**src/utf8_to_cp437_transcoder_defines.svh**
```systemverilog
// assertion macros for the utf8 to cp437 transcoder
// no dependencies; included by the modules that carry assertions
`ifndef UTF8_TO_CP437_TRANSCODER_DEFINES_SVH
`define UTF8_TO_CP437_TRANSCODER_DEFINES_SVH
`ifndef SYNTHESIS
`define U2C_ASSERT(lbl, ck, rn, prop, msg) \
	lbl: assert property (@(posedge ck) disable iff (!rn) prop) else $error(msg);
`define U2C_ASSERT_NEVER(lbl, ck, rn, expr, msg) \
	lbl: assert property (@(posedge ck) disable iff (!rn) !(expr)) else $error(msg);
`else
`define U2C_ASSERT(lbl, ck, rn, prop, msg)
`define U2C_ASSERT_NEVER(lbl, ck, rn, expr, msg)
`endif
`endif

```
**src/u2c437_pkg.sv**
```systemverilog
// shared types, byte codes and mapping tables of the utf8 to cp437 transcoder
// no dependencies
`timescale 1ns / 1ps
`default_nettype none
package u2c437_pkg;

	localparam int QUEUE_DEPTH_DEF = 2;

	localparam logic [7:0] B_C3   = 8'hC3;
	localparam logic [7:0] B_C2   = 8'hC2;
	localparam logic [7:0] B_E2   = 8'hE2;
	localparam logic [7:0] B_82   = 8'h82;
	localparam logic [7:0] B_AC   = 8'hAC;
	localparam logic [7:0] B_B3   = 8'hB3;
	localparam logic [7:0] CH_CARET = 8'h5E;
	localparam logic [7:0] CH_3   = 8'h33;
	localparam logic [7:0] CH_E   = 8'h45;
	localparam logic [7:0] CH_U   = 8'h55;
	localparam logic [7:0] CH_R   = 8'h52;
	localparam logic [7:0] CH_O   = 8'h4F;

	typedef enum logic [2:0] {
		PFX_NONE = 3'd0,
		PFX_C3   = 3'd1,
		PFX_C2   = 3'd2,
		PFX_E2   = 3'd3,
		PFX_E282 = 3'd4
	} pfx_state_t;

	// one queued transaction group: up to four characters, index of the last one
	typedef struct packed {
		logic [3:0][7:0] chars;
		logic [1:0]      last_idx;
	} job_t;

	typedef struct packed {
		logic       hit;
		logic [7:0] ch;
	} map_t;

	function automatic map_t map_c3(input logic [7:0] b);
		map_t r;
		r.hit = 1'b1;
		unique case (b)
			8'hA4: r.ch = 8'h84;
			8'h84: r.ch = 8'h8E;
			8'hB6: r.ch = 8'h94;
			8'h96: r.ch = 8'h99;
			8'hBC: r.ch = 8'h81;
			8'h9C: r.ch = 8'h9A;
			8'h9F: r.ch = 8'hE1;
			default: begin
				r.hit = 1'b0;
				r.ch  = 8'h00;
			end
		endcase
		return r;
	endfunction

	function automatic map_t map_c2(input logic [7:0] b);
		map_t r;
		r.hit = 1'b1;
		unique case (b)
			8'hA7: r.ch = 8'h15;
			8'hB2: r.ch = 8'hFD;
			8'hB5: r.ch = 8'hE6;
			8'hB4: r.ch = 8'h60;
			default: begin
				r.hit = 1'b0;
				r.ch  = 8'h00;
			end
		endcase
		return r;
	endfunction

endpackage
`default_nettype wire

```
**src/u2c437_front.sv**
```systemverilog
// front end: accepts bytes, tracks held prefixes, builds character groups
// depends on u2c437_pkg and utf8_to_cp437_transcoder_defines.svh
`timescale 1ns / 1ps
`default_nettype none
`include "utf8_to_cp437_transcoder_defines.svh"
module u2c437_front (
	input  wire logic              clk,
	input  wire logic              arst_n,
	input  wire logic              in_valid,
	output      logic              in_ready,
	input  wire logic [7:0]        in_byte,
	input  wire logic              buffer_end,
	output      logic              job_valid,
	input  wire logic              job_ready,
	output      u2c437_pkg::job_t  job
);

	u2c437_pkg::pfx_state_t state_q, state_d;
	logic [3:0][7:0] chars;
	logic [2:0]      n;
	logic [1:0]      lead_n;
	logic            do_fresh;
	logic            accept;
	u2c437_pkg::map_t m3, m2;

	assign in_ready  = job_ready;
	assign accept    = in_valid & in_ready;
	assign job_valid = accept & (n != 3'd0);
	assign job.chars    = chars;
	assign job.last_idx = 2'(n - 3'd1);

	assign m3 = u2c437_pkg::map_c3(in_byte);
	assign m2 = u2c437_pkg::map_c2(in_byte);

	always_ff @(posedge clk or negedge arst_n) begin
		if (!arst_n) begin
			state_q <= u2c437_pkg::PFX_NONE;
		end else if (accept) begin
			state_q <= state_d;
		end
	end

	always_comb begin
		chars    = '0;
		n        = 3'd0;
		lead_n   = 2'd0;
		do_fresh = 1'b0;
		state_d  = u2c437_pkg::PFX_NONE;
		unique case (state_q)
			u2c437_pkg::PFX_C3: begin
				if (m3.hit) begin
					chars[0] = m3.ch;
					n        = 3'd1;
				end else begin
					chars[0] = u2c437_pkg::B_C3;
					lead_n   = 2'd1;
					do_fresh = 1'b1;
				end
			end
			u2c437_pkg::PFX_C2: begin
				if (in_byte == u2c437_pkg::B_B3) begin
					chars[0] = u2c437_pkg::CH_CARET;
					chars[1] = u2c437_pkg::CH_3;
					n        = 3'd2;
				end else if (m2.hit) begin
					chars[0] = m2.ch;
					n        = 3'd1;
				end else begin
					chars[0] = u2c437_pkg::B_C2;
					lead_n   = 2'd1;
					do_fresh = 1'b1;
				end
			end
			u2c437_pkg::PFX_E2: begin
				if (in_byte == u2c437_pkg::B_82 && !buffer_end) begin
					state_d = u2c437_pkg::PFX_E282;
				end else begin
					chars[0] = u2c437_pkg::B_E2;
					lead_n   = 2'd1;
					do_fresh = 1'b1;
				end
			end
			u2c437_pkg::PFX_E282: begin
				if (in_byte == u2c437_pkg::B_AC) begin
					chars[0] = u2c437_pkg::CH_E;
					chars[1] = u2c437_pkg::CH_U;
					chars[2] = u2c437_pkg::CH_R;
					chars[3] = u2c437_pkg::CH_O;
					n        = 3'd4;
				end else begin
					chars[0] = u2c437_pkg::B_E2;
					chars[1] = u2c437_pkg::B_82;
					lead_n   = 2'd2;
					do_fresh = 1'b1;
				end
			end
			default: begin
				do_fresh = 1'b1;
			end
		endcase
		if (do_fresh) begin
			n = {1'b0, lead_n};
			if (!buffer_end && in_byte == u2c437_pkg::B_C3) begin
				state_d = u2c437_pkg::PFX_C3;
			end else if (!buffer_end && in_byte == u2c437_pkg::B_C2) begin
				state_d = u2c437_pkg::PFX_C2;
			end else if (!buffer_end && in_byte == u2c437_pkg::B_E2) begin
				state_d = u2c437_pkg::PFX_E2;
			end else begin
				chars[lead_n] = in_byte;
				n             = 3'({1'b0, lead_n} + 3'd1);
			end
		end
	end

	`U2C_ASSERT(a_end_clears, clk, arst_n, accept && buffer_end |=> state_q == u2c437_pkg::PFX_NONE, "prefix held past buffer end")
	`U2C_ASSERT(a_c3_held, clk, arst_n, accept && !buffer_end && state_q == u2c437_pkg::PFX_NONE && in_byte == u2c437_pkg::B_C3 |-> !job_valid ##1 state_q == u2c437_pkg::PFX_C3, "c3 prefix not held")
	`U2C_ASSERT(a_euro_len, clk, arst_n, job_valid && state_q == u2c437_pkg::PFX_E282 |-> job.last_idx >= 2'd1, "e2 82 group too short")

endmodule
`default_nettype wire

```
**src/u2c437_queue.sv**
```systemverilog
// short register queue of character groups between front and back end
// depends on u2c437_pkg
`timescale 1ns / 1ps
`default_nettype none
module u2c437_queue #(
	parameter int DEPTH = u2c437_pkg::QUEUE_DEPTH_DEF
) (
	input  wire logic             clk,
	input  wire logic             arst_n,
	input  wire logic             wr_valid,
	output      logic             wr_ready,
	input  wire u2c437_pkg::job_t wr_data,
	output      logic             rd_valid,
	input  wire logic             rd_ready,
	output      u2c437_pkg::job_t rd_data
);

	localparam int PW = (DEPTH > 1) ? $clog2(DEPTH) : 1;
	localparam int CW = $clog2(DEPTH + 1);

	u2c437_pkg::job_t entries_q [DEPTH];
	logic [PW-1:0] wr_ptr_q, rd_ptr_q;
	logic [CW-1:0] count_q;
	logic          push, pop;

	assign wr_ready = count_q != CW'(DEPTH);
	assign rd_valid = count_q != '0;
	assign rd_data  = entries_q[rd_ptr_q];
	assign push     = wr_valid & wr_ready;
	assign pop      = rd_valid & rd_ready;

	always_ff @(posedge clk) begin
		if (push) begin
			entries_q[wr_ptr_q] <= wr_data;
		end
	end

	always_ff @(posedge clk or negedge arst_n) begin
		if (!arst_n) begin
			wr_ptr_q <= '0;
			rd_ptr_q <= '0;
			count_q  <= '0;
		end else begin
			if (push) begin
				wr_ptr_q <= (wr_ptr_q == PW'(DEPTH - 1)) ? '0 : PW'(wr_ptr_q + 1'b1);
			end
			if (pop) begin
				rd_ptr_q <= (rd_ptr_q == PW'(DEPTH - 1)) ? '0 : PW'(rd_ptr_q + 1'b1);
			end
			if (push && !pop) begin
				count_q <= CW'(count_q + 1'b1);
			end else if (pop && !push) begin
				count_q <= CW'(count_q - 1'b1);
			end
		end
	end

endmodule
`default_nettype wire

```
**src/u2c437_back.sv**
```systemverilog
// back end: sends the characters of each queued group, one per transaction
// depends on u2c437_pkg and utf8_to_cp437_transcoder_defines.svh
`timescale 1ns / 1ps
`default_nettype none
`include "utf8_to_cp437_transcoder_defines.svh"
module u2c437_back (
	input  wire logic             clk,
	input  wire logic             arst_n,
	input  wire logic             job_valid,
	output      logic             job_ready,
	input  wire u2c437_pkg::job_t job,
	output      logic             out_valid,
	input  wire logic             out_ready,
	output      logic [7:0]       out_char,
	output      logic             run_last
);

	u2c437_pkg::job_t cur_q;
	logic [1:0] idx_q;
	logic       busy_q;
	logic       done, pop, step;

	assign out_valid = busy_q;
	assign out_char  = cur_q.chars[idx_q];
	assign run_last  = idx_q == cur_q.last_idx;
	assign step      = busy_q & out_ready;
	assign done      = step & run_last;
	assign pop       = job_valid & (!busy_q | done);
	assign job_ready = !busy_q | done;

	always_ff @(posedge clk) begin
		if (pop) begin
			cur_q <= job;
		end
	end

	always_ff @(posedge clk or negedge arst_n) begin
		if (!arst_n) begin
			busy_q <= 1'b0;
			idx_q  <= '0;
		end else if (pop) begin
			busy_q <= 1'b1;
			idx_q  <= '0;
		end else if (done) begin
			busy_q <= 1'b0;
		end else if (step) begin
			idx_q <= 2'(idx_q + 2'd1);
		end
	end

	`U2C_ASSERT_NEVER(a_idx_range, clk, arst_n, busy_q && idx_q > cur_q.last_idx, "character index past group end")
	`U2C_ASSERT(a_refill, clk, arst_n, done |=> busy_q == $past(job_valid), "back end did not refill after group end")
	`U2C_ASSERT(a_advance, clk, arst_n, step && !run_last |=> idx_q == 2'($past(idx_q) + 2'd1), "character index did not advance")

endmodule
`default_nettype wire

```
**src/utf8_to_cp437_transcoder.sv**
```systemverilog
// UTF-8 to code page 437 transcoder. One input byte is taken per cycle while the
// queue between front and back end has room; one character leaves per cycle while
// the output is ready and a group is waiting. A byte that yields two to four
// characters (C2 B3, E2 82 AC, broken prefixes) keeps the back end busy until all are
// sent; the QUEUE_DEPTH-entry queue and the back end's group absorb that, and a full
// queue holds the input off until the back end takes a group from it. A prefix byte
// not marked as buffer end yields no character until the byte that completes or
// breaks it arrives. A byte's characters pass a queue entry and the back end register.
// depends on u2c437_pkg, u2c437_front, u2c437_queue, u2c437_back
`timescale 1ns / 1ps
`default_nettype none
module utf8_to_cp437_transcoder #(
	parameter int QUEUE_DEPTH = u2c437_pkg::QUEUE_DEPTH_DEF
) (
	input  wire logic       clk,
	input  wire logic       arst_n,
	input  wire logic       s_tvalid,
	output      logic       s_tready,
	input  wire logic [7:0] s_tdata,   // [7:0] in_byte
	input  wire logic       s_tlast,   // buffer_end
	output      logic       m_tvalid,
	input  wire logic       m_tready,
	output      logic [7:0] m_tdata,   // [7:0] out_char
	output      logic       m_tlast    // run_last
);

	u2c437_pkg::job_t fj, bj;
	logic fj_valid, fj_ready, bj_valid, bj_ready;

	u2c437_front u_front (
		.clk        (clk),
		.arst_n     (arst_n),
		.in_valid   (s_tvalid),
		.in_ready   (s_tready),
		.in_byte    (s_tdata),
		.buffer_end (s_tlast),
		.job_valid  (fj_valid),
		.job_ready  (fj_ready),
		.job        (fj)
	);

	u2c437_queue #(
		.DEPTH (QUEUE_DEPTH)
	) u_queue (
		.clk      (clk),
		.arst_n   (arst_n),
		.wr_valid (fj_valid),
		.wr_ready (fj_ready),
		.wr_data  (fj),
		.rd_valid (bj_valid),
		.rd_ready (bj_ready),
		.rd_data  (bj)
	);

	u2c437_back u_back (
		.clk       (clk),
		.arst_n    (arst_n),
		.job_valid (bj_valid),
		.job_ready (bj_ready),
		.job       (bj),
		.out_valid (m_tvalid),
		.out_ready (m_tready),
		.out_char  (m_tdata),
		.run_last  (m_tlast)
	);

endmodule
`default_nettype wire
```
**config.mk**
```make
export PLATFORM = sky130hd
export DESIGN_NAME = utf8_to_cp437_transcoder
export DESIGN_NICKNAME = d
export VERILOG_FILES = /design/src/u2c437_pkg.sv /design/src/u2c437_front.sv /design/src/u2c437_queue.sv /design/src/u2c437_back.sv /design/src/utf8_to_cp437_transcoder.sv
export VERILOG_INCLUDE_DIRS = /design/src /design/src/src
export SDC_FILE = /design/constraint.sdc
export NUM_CORES = 1
export LEC_CHECK = 0
export ABC_AREA = 0
export BUFFER_PORTS_ARGS = -buffer_cell sky130_fd_sc_hd__buf_2
export CAP_MARGIN = 5
export CORE_MARGIN = 2
export CORE_UTILIZATION = 40
export CTS_CLUSTER_SIZE = 12
export DETAILED_ROUTE_END_ITERATION = 12
export GPL_TIMING_DRIVEN = 0
export RECOVER_POWER = 50
export SYNTH_ARGS = -nofsm -noshare
export SYNTH_HDL_FRONTEND = slang
export SYNTH_SLANG_ARGS = --single-unit
export TNS_END_PERCENT = 1
```
**constraint.sdc**
```tcl
create_clock -name clk -period 4.5 [get_ports clk]
set_input_delay 0.9 -clock clk [delete_from_list [all_inputs] [get_ports clk]]
set_output_delay 0.9 -clock clk [all_outputs]
set_load 0.01 [all_outputs]
```
==> results.json <==
{
  "detail_route.drc_violations": 0,
  "detailedRoute.firstPassIterationCount": 4,
  "number_of_antenna_violations_at_the_first_check_in_global_routing": 0,
  "vdd_drop_max_v": 0.0002293,
  "largest_family_of_logic_cells_by_synthesized_area": "multiplexers",
  "insertion_delay_of_the_later_clocked_pin_in_the_worst_skew_pair_ns": 0.34,
  "share_of_synthesized_area_spent_on_multiplexers_pct": 12.58,
  "post_synth_top_flop": "sky130_fd_sc_hd__edfxtp_1",
  "clock_tree_from_tritoncts": "done",
  "cp_common_cell": "sky130_fd_sc_hd__ha_1",
  "post_syn_nets": 377,
  "synthArstFlopShare_pct": 8.929,
  "cp.required_ns": 4.77,
  "netlist-cell-type-count": 56,
  "finalNetCount": 410,
  "cp_slowest_cell": "sky130_fd_sc_hd__or4b_1",
  "drt.antenna.violating_nets": 0,
  "fin_cells": 568,
  "final_layout_fill_cell_count": 1162,
  "rows": 41,
  "effective_utilization_at_floorplan_pct": 41.00,
  "yosys.area_share.adder_pct": 1.451,
  "finalSetupViolCount": 0,
  "yosys_warning_count": 0,
  "syn_to_final_growth_pct": 12.00,
  "timing.hold.worst.class": "reg2reg",
  "finalCoreUtilization_pct": 45.92,
  "grt_max_degree": 35,
  "overall_overflow_remaining_after_global_route": 0,
  "synth-compound-area-share_pct": 7.666,
  "crit_path_cell_trace": "buf_2, or4b_1, a311o_1, and3b_1, a211oi_2, ha_1, nand2_1, o221a_2, ha_1, inv_1, o21ai_0, o31a_1, inv_2, ha_1, xor2_1, nor2_1, xor2_1",
  "place.port_buffers": 20,
  "die-height_um": 117.7,
  "synthesis.area_mm2": 0.005174,
  "finalHoldViolCount": 0,
  "cts.sink_count": 112,
  "dp_hpwl_um": 7384,
  "r2r_slack_ns": 0.66,
  "cell_count_after_placement": 552,
  "proportion_of_synthesized_chip_area_in_sequential_cells_pct": 64.04,
  "post_drt_via_cell_ratio": 5.340,
  "power_w": 0.003205,
  "floorplan.io_pins": 24,
  "finClkSkew_ns": 0.006273,
  "power_density_mw_per_mm2": 553.0,
  "initialDrtViolationCount": 176,
  "detailroute.via_count": 3033,
  "finalHoldWorstSlack_ns": 0.4940,
  "tightestPinTransition_ns": 1.614,
  "fin_crit_period_ns": 4.262,
  "timing.final.max_slew_violations": 31,
  "failed_checks": "capacitance limit, slew limit",
  "place_congestion": 0.8927,
  "timing.critical_path.arrival_ns": 4.53,
  "core-area_mm2": 0.01262,
  "avgSynthCellArea_um2": 14.45,
  "run_status": "complete, but fails checks",
  "count_of_state_elements_after_synthesis": 112,
  "post_synth_and_or_nand_nor_area_fraction_pct": 9.819,
  "synth_cells": 358,
  "critical_path_fanout_max": 10,
  "path_class": "in2reg",
  "totalWireLength_um": 10560,
  "cts_root_buffer": "sky130_fd_sc_hd__clkbuf_16",
  "maxCapViolations": 1,
  "drive_gt1_share_pct": 24.75,
  "synth_xor_xnor_area_share_pct": 2.031,
  "grt_pass1_vias": 3021,
  "route.detailed.wl_per_inst_um": 18.59,
  "tritoncts.num_buffers": 9,
  "synth_enable_flop_cells": 102,
  "peak_freq_mhz": 234.6,
  "track_usage_pct": 15.70,
  "ant_cells": 0,
  "die_width_um": 117.7,
  "critical-path-max-stage-delay_ns": 0.52,
  "timing.critical_path.from_type": "input pin",
  "layout_worst_path_cycle_share_pct": 94.71,
  "cts_max_path_buffers": 2,
  "clock_tree.htree_level_count": 3,
  "first_pass_grt_wire_length_um": 16580,
  "power.leakage_nw": 2.077,
  "clk_pin_slew_worst_paths_ns": 0.07,
  "element_type_at_the_critical_path_end": "flip-flop",
  "fp.dieArea_mm2": 0.01386,
  "relSlewSlack_pct": -7.614
}
## placed cells by master (no fill, tap or decap), types with 4 or more instances in the layout
master / synthesis / final
sky130_fd_sc_hd__o21ai_0: 9 / 9
sky130_fd_sc_hd__xor2_1: 6 / 6
sky130_fd_sc_hd__mux4_2: 8 / 8
sky130_fd_sc_hd__and3_1: 10 / 10
sky130_fd_sc_hd__nand4_1: 8 / 8
sky130_fd_sc_hd__nor2_1: 22 / 23
sky130_fd_sc_hd__a21oi_1: 8 / 8
sky130_fd_sc_hd__edfxtp_1: 102 / 102
sky130_fd_sc_hd__ha_1: 6 / 6
sky130_fd_sc_hd__nand3_1: 4 / 4
sky130_fd_sc_hd__clkbuf_1: 11 / 25
sky130_fd_sc_hd__xnor2_1: 6 / 6
sky130_fd_sc_hd__clkbuf_16: 0 / 9
sky130_fd_sc_hd__nand2b_1: 4 / 4
sky130_fd_sc_hd__a21o_1: 5 / 5
sky130_fd_sc_hd__a31o_2: 9 / 9
sky130_fd_sc_hd__nand2_1: 20 / 20
sky130_fd_sc_hd__buf_2: 4 / 13
sky130_fd_sc_hd__mux2_2: 39 / 38
sky130_fd_sc_hd__dfrtp_1: 10 / 10
sky130_fd_sc_hd__inv_1: 11 / 11
## metrics by stage
step | instance area (um^2) | worst slack [ns] | setup TNS (ns)
6_report | 5794 | 0.2381 | 0
5_1_grt | 5794 | -0.008442 | -0.008442
4_1_cts | 5827 | 0.009451 | 0
3_5_place_dp | 5549 | -0.5478 | -22.28
3_3_place_gp | 5492 | -1.146 | -76.54
2_1_floorplan | 5176 | -0.2110 | -14.11
## final timing paths
kind	start	endpoint	cells after the start
setup / recovery	s_tdata[0]	u_queue.count_q[1]	17
setup reg to reg	u_front.state_q[1]	u_queue.entries_q[1][8]	13
max in group asynchronous	arst_n	u_front.state_q[1]	1
hold reg to reg	u_queue.count_q[1]	u_queue.count_q[1]	1
hold / removal	u_queue.count_q[1]	u_queue.count_q[1]	1
min in group asynchronous	arst_n	u_back.out_valid	1
## registers in the layout, indices dropped and copies added, names as in the netlist
signal / count
u_queue.entries_q: 68
u_queue.count_q: 2
u_back.cur_q: 34
u_back.out_valid: 1
u_queue.rd_ptr_q: 1
u_front.state_q: 3
u_queue.wr_ptr_q: 1
u_back.idx_q: 2
## cell usage after synthesis, drive strengths merged (4+ instances only)
master  number  area (um^2)
edfxtp     102         3063
mux2        40        450.4
nor2        24        95.09
nand2       20        75.07
inv         13        48.80
clkbuf      11        41.29
and3        10        62.56
dfrtp       10        250.2
o21ai       10        50.04
a31o         9        78.83
a21oi        8        40.04
buf          8        35.03
mux4         8        180.2
nand4        8        50.05
ha           6        75.07
xnor2        6        52.55
xor2         6        52.55
a21o         5        37.54
nand2b       4        25.02
nand3        4        20.02
nor3         4        25.02
## cell families (layout without fill, tap and decap cells)
| family | count (synthesis) | after routing |
|---|---|---|
| flip-flops | 112 | 112 |
| AO/OA/AOI/OAI | 53 | 53 |
| XOR/XNOR | 12 | 12 |
| buffers and inverters | 32 | 70 |
| multiplexers | 50 | 50 |
| AND/OR/NAND/NOR | 93 | 93 |
| adder cells (fa/ha/maj) | 6 | 6 |
## what timing repair did
| item | in CTS | in global routing |
|---|---|---|
| setup endpoints to repair | 34 | 44 |
| pin swaps | 0 | 0 |
| hold buffers | 0 | 0 |
| gates resized for setup | 1 | 6 |
| buffers inserted | 0 | 0 |
## where the power goes
| part | internal [W] | switching [W] |
|---|---|---|
| Combinational | 0.000375 | 0.000511 |
| Sequential | 0.00152 | 0.0000706 |
| Clock | 0.000393 | 0.000340 |
## layout make-up
cell class | instances | area [um^2] | area share (%)
sequential | 112 | 3313 | 57.18
multi-input combinational | 214 | 1752 | 30.23
clock buffer | 12 | 246.5 | 4.254
tap | 172 | 215.2 | 3.714
timing repair buffer | 22 | 110.1 | 1.900
buffer | 19 | 78.83 | 1.360
inverter | 13 | 48.80 | 0.8422
clock inverter | 4 | 30.03 | 0.5182
## per-layer routing
metal  global-route usage [%]  part of all wire (%)
met3                    2.568                   4.7
met2                    24.38                    47
met1                    21.72                    47
met5                        0                     0
met4                    7.229                   1.9
## critical path, delay by kind of cell
family                     cells  cell delay (ns)
AOI/OAI and AO/OA              5             1.44
and+or+nand+nor                4             0.98
adders and majority gates      3             0.65
xor gates and xnor gates       2             0.29
buffers and inverters          3             0.27
Note: power is estimated with default switching activity, not from simulation.
